==> config.mk <==
export PLATFORM = sky130hd
export DESIGN_NAME = grtt_div
export DESIGN_NICKNAME = d
export VERILOG_FILES = /design/src/rtl/grtt_pkg.sv /design/src/rtl/grtt_div.sv
export SDC_FILE = /design/constraint.sdc
export NUM_CORES = 1
export LEC_CHECK = 0
export BUFFER_PORTS_ARGS = -buffer_cell sky130_fd_sc_hd__clkbuf_2
export CORE_MARGIN = 3
export CORE_UTILIZATION = 54
export CTS_CLUSTER_DIAMETER = 150
export DETAILED_ROUTE_END_ITERATION = 8
export PLACE_DENSITY_LB_ADDON = 0.15
export SKIP_LAST_GASP = 1
export SYNTH_ARGS = -nofsm -noshare
export SYNTH_HDL_FRONTEND = slang
export SYNTH_SLANG_ARGS = --single-unit
==> constraint.sdc <==
create_clock -name clk -period 2.9 [get_ports clk]
set_input_delay 0.435 -clock clk [delete_from_list [all_inputs] [get_ports clk]]
set_output_delay 0.435 -clock clk [all_outputs]
set_load 0.02 [all_outputs]
==> src/rtl/grtt_pkg.sv <==
// ----------------------------------------------------------------------------
// grtt_pkg
// Shared types and fixed field widths for the grid ray tile tracer.
// ----------------------------------------------------------------------------
package grtt_pkg;

  // Item field widths
  localparam int COORD_W    = 6;   // map write column / row
  localparam int TILE_W     = 8;   // tile contents
  localparam int START_W    = 22;  // unsigned start coordinate
  localparam int DIR_W      = 24;  // signed direction component
  localparam int LIM_W      = 8;   // step limit
  localparam int OUT_W      = 2;   // outcome code
  localparam int HIT_W      = 6;   // reported hit column / row

  // Minor slope: (minor << STEP_SHIFT) / (major >> STEP_SHIFT)
  localparam int STEP_SHIFT = 8;
  localparam int DVD_W      = DIR_W + STEP_SHIFT;  // dividend magnitude
  localparam int DVS_W      = DIR_W - STEP_SHIFT;  // divisor
  localparam int QUO_W      = DVD_W + 1;           // signed minor step
  localparam int POS_W      = QUO_W + 1;           // signed minor position

  typedef logic [OUT_W-1:0] outcome_t;

  localparam outcome_t OUT_NONE = 2'd0;  // limit ran out
  localparam outcome_t OUT_HIT  = 2'd1;  // non-empty tile found
  localparam outcome_t OUT_LEFT = 2'd2;  // walked off the map

  localparam logic FUNC_WRITE = 1'b0;
  localparam logic FUNC_TRACE = 1'b1;

endpackage

==> src/rtl/grtt_div.sv <==
// ----------------------------------------------------------------------------
// grtt_div
// Restoring unsigned divider, one quotient bit per cycle.
// ----------------------------------------------------------------------------
module grtt_div
  import grtt_pkg::*;
(
  input  logic             clk,
  input  logic             rst_n,
  input  logic             start,
  input  logic [DVD_W-1:0] dividend,
  input  logic [DVS_W-1:0] divisor,
  output logic             done,
  output logic [DVD_W-1:0] quotient
);

  localparam int CNT_W = $clog2(DVD_W);

  logic             run_r;
  logic             done_r;
  logic [CNT_W-1:0] cnt_r;
  logic [DVD_W-1:0] dvd_r;   // shifts out dividend, shifts in quotient
  logic [DVS_W-1:0] rem_r;
  logic [DVS_W-1:0] dvs_r;

  logic [DVS_W:0]   trial;
  logic             ge;
  logic [DVS_W:0]   diff;

  assign trial = {rem_r, dvd_r[DVD_W-1]};
  assign ge    = trial >= {1'b0, dvs_r};
  assign diff  = trial - {1'b0, dvs_r};

  always_ff @(posedge clk) begin
    if (!rst_n) begin
      run_r  <= 1'b0;
      done_r <= 1'b0;
      cnt_r  <= '0;
    end else begin
      done_r <= 1'b0;
      if (start) begin
        run_r <= 1'b1;
        cnt_r <= '0;
      end else if (run_r) begin
        cnt_r <= cnt_r + 1'b1;
        if (cnt_r == CNT_W'(DVD_W - 1)) begin
          run_r  <= 1'b0;
          done_r <= 1'b1;
        end
      end
    end
  end

  always_ff @(posedge clk) begin
    if (start) begin
      dvd_r <= dividend;
      dvs_r <= divisor;
      rem_r <= '0;
    end else if (run_r) begin
      dvd_r <= {dvd_r[DVD_W-2:0], ge};
      rem_r <= ge ? diff[DVS_W-1:0] : trial[DVS_W-1:0];
    end
  end

  assign done     = done_r;
  assign quotient = dvd_r;

endmodule

==> key figures <==
Yosys
  • Mapped Nets: 411
  • Area leader, netlist: edfxtp_1
  • Share of the synthesized area in the top cell type: 38.2%
  • Register area share after synthesis: between 50% and 60%
  • Post-synth ARST share: 0%
  • Post-Synthesis Cells: between 300 and 400
  • Ys Warns: 0
  • Post-synth EDFFs: 48
  • Synth area leaders: edfxtp_1 (38%), dfxtp_1 (12%), mux2_2 (10%)
  • Synth Register Bits: 71
  • Mapped Area: 0.00377 mm^2
  • Yosys cell types: 54
  • Synthesized area per cell: 11.1 um^2
  • Top FF cell, synth: edfxtp_1

Global routing
  • Antenna violations before repair: 0
  • Congestion Overflow GR: 0
  • Pin count of the biggest net entering global routing: 35
  • Vias in the first global route: 2789
  • First-pass GRT wire length: 13100 um
  • GRT Overall Usage: approximately 21%

Setup path
  • WP buf/inv: 1
  • Critical path's largest stage delay: between 500 and 600 ps
  • Maximum fanout along the worst path: 17
  • Crit end category: flop
  • Startpoint type of the worst setup path: flop
  • Crit path max-delay cell type: or2_2
  • Worst-path cell chain: inv_1 -> ha_1 -> a21o_1 -> o21bai_1 -> nor2_1 -> o221ai_1 -> or2_2 -> mux2_2
  • Family with the most delay on the worst path: compound AO/OA/AOI/OAI gates
  • Crit path required time: 2990 ps
  • Critical Path AT: 2710 ps
  • Crit path kind: flop to flop

Layout
  • Antenna Cells: 0
  • FF+latch area: 0.00190 mm^2
  • Area grow syn2layout: 19.1%
  • Share of post-route cells with drive strength above 1: 33.6%
  • Fillers: ~500
  • Multi-input gate area: 0.00171 mm^2
  • Final nets: 496
  • Layout Utilization: 68.4%

Detailed routing
  • Final WL: between 7000 and 8000 um
  • Final ANT Viol Nets: 0
  • WL per Instance: around 15 um
  • Vias per cell: approximately 5.4
  • Drt pass-1 iters: 4
  • Drt first-iter violations: 138
  • DRC Markers: 0
  • Routed vias: 2846

Placed design
  • DP Worst Slack: 144 ps
  • GP Congestion: 0.910
  • DP HPWL: 5620 um
  • Number of port buffers: 83

STA
  • Worst-Margin Slew: 428 ps
  • Worst setup margin: 274 ps
  • Final Skew: about 11 ps
  • Fin crit share: 90.5%
  • Final hold violations: 0
  • Fin. max-slew vios: 0
  • Setup Viol. Count Final: 0
  • F_max: 381 MHz
  • Slew HR: 71.3%
  • Final min period: between 2000 and 3000 ps
  • TNS Setup: 0 ps

Run status
  • Outcome: finished clean

Die
  • Ports: 84
  • Num rows: 29
  • Initial Util: 57.4%
  • Chip width: 89.6 um
  • DIE AREA: 0.00802 mm^2
  • Die height: 89.6 um
  • Core area: between 0.006 and 0.007 mm^2

CTS
  • Hold Buf Count CTS: 0
  • Skew-Pair Late Insertion Delay: 340 ps
  • Sinks on Clock Net: 71
  • Clock transition at path regs: around 80 ps
  • CTS tree: built
  • CTS Root Cell: clkbuf_8
  • Post-CTS setup repair buffer count: 0
  • H-Tree Depth: 3
  • Clock buffer depth: 2
  • CTS buffer count: 9

Power and ir drop
  • Sequential power share: 45.4%
  • Clk pwr share: between 30% and 40%
  • Max VDD drop: between 0.3 and 0.4 mV
  • Power per Cell Area: 609 mW/mm^2
  • Sw frac: 29.0%
  • Int Pwr: 1.94 mW
  • Net Switching: 0.794 mW
  • Comb pwr share: 23.3%
  • Leakage: 1.88 nW

Worst hold path
  • Hold Crit Class: input pin to flop

Flow run
  • Max-cap viol count: 0
==> state kept, by name (all words and copies together), names as in the netlist <==
name and count:
run_r 1, done 1, dvs_r 16, cnt_r 5, quotient 32, rem_r 16
==> synth_stat cells, drive strengths merged (3+ instances only) <==
cell	n
mux2	34
nand3	5
o21ai	9
xor2	3
nor3	4
clkbuf	9
nand2	25
nand4	4
xnor2	8
a211oi	4
buf	6
dfxtp	23
nor2b	4
inv	24
nor2	32
a21oi	17
nand2b	7
edfxtp	48
a311oi	11
or2	3
o21a	5
ha	18
a21o	3
==> metrics by stage <==
stage                     cells  hold slack, ps  instance area, um^2  power, mW
after CTS                   524             246                 4490       2.75
after global routing        524             251                 4490       2.89
after detailed placement    508             490                 4270       1.90
final                       524             263                 4490       2.74
after floorplan             341             467                 3770       1.73
after global placement      508             484                 4270       1.88
==> path summary, 6_finish.rpt <==
| kind | from | to | slack [ps] | depth (start not counted) |
|---|---|---|---|---|
| max | dvs_r[12]$_DFFE_PP_ | quotient[0]$_DFFE_PP_ | 270 | 8 |
| min reg2reg | rem_r[3]$_SDFFE_PP0P_ | rem_r[4]$_SDFFE_PP0P_ | 500 | 2 |
| min | divisor[3] | dvs_r[3]$_DFFE_PP_ | 260 | 1 |
| max reg2reg | dvs_r[12]$_DFFE_PP_ | quotient[0]$_DFFE_PP_ | 270 | 8 |
==> cell families after synthesis <==
logic type | Yosys count | synth area share [%]
AO/OA/AOI/OAI | 66 | 12.5
adder cells (fa/ha/maj) | 19 | 6.50
AND/OR/NAND/NOR | 99 | 13.0
XOR/XNOR | 11 | 2.55
multiplexers | 36 | 10.7
buffers and inverters | 39 | 4.35
flip-flops | 71 | 50.4
==> layout make-up <==
class	instances	area share, %
Tap cell	93	2.59
Multi-Input combinational cell	231	38.1
Timing Repair Buffer	89	10.2
Clock inverter	6	1.92
Inverter	24	2.01
Clock buffer	10	2.84
Sequential cell	71	42.3
==> routing by layer <==
| layer | share of wire, % | vias to the layer above | track usage (%) |
|---|---|---|---|
| met5 | 0 | - | 0 |
| met4 | 2.6 | 0 | 9.74 |
| met3 | 6.9 | 19 | 6.82 |
| met2 | 45 | 93 | 32.0 |
| met1 | 45 | 1312 | 28.3 |
| li1 | - | 1422 | - |
==> placed cells by master, fill, tap and decap left out, drive strengths merged, types with 2 or more instances in the layout <==
cell / count
edfxtp: 48
nor2: 32
ha: 18
buf: 6
nand2b: 7
nand2: 25
nor3: 4
clkinv: 3
nand4b: 2
bufinv: 2
a21oi: 17
a311oi: 11
o221ai: 2
o21a: 5
xnor2: 8
o21ai: 9
or3b: 2
a21o: 3
and3: 2
nand4: 4
nand3: 5
nor2b: 4
a211oi: 4
o311ai: 2
mux2: 34
or2: 3
xor2: 3
o22ai: 2
dfxtp: 23
or3: 2
mux2i: 2
o211ai: 2
clkbuf: 93
inv: 24
==> power groups by stage <==
stage / sequential [mW] / combinational [mW] / clock [mW]
2_1_floorplan: 1.31 / 0.413 / 0
3_3_place_gp: 1.26 / 0.621 / 0
3_5_place_dp: 1.26 / 0.633 / 0
4_1_cts: 1.24 / 0.635 / 0.877
5_1_grt: 1.25 / 0.712 / 0.926
6_report: 1.24 / 0.637 / 0.856
==> timing repair <==
action | in CTS | in global routing
gates resized for setup | 0 | 1
hold endpoints to repair | 0 | 0
setup endpoints to repair | 0 | 1
No activity file was read; power rests on OpenSTA's default activity.
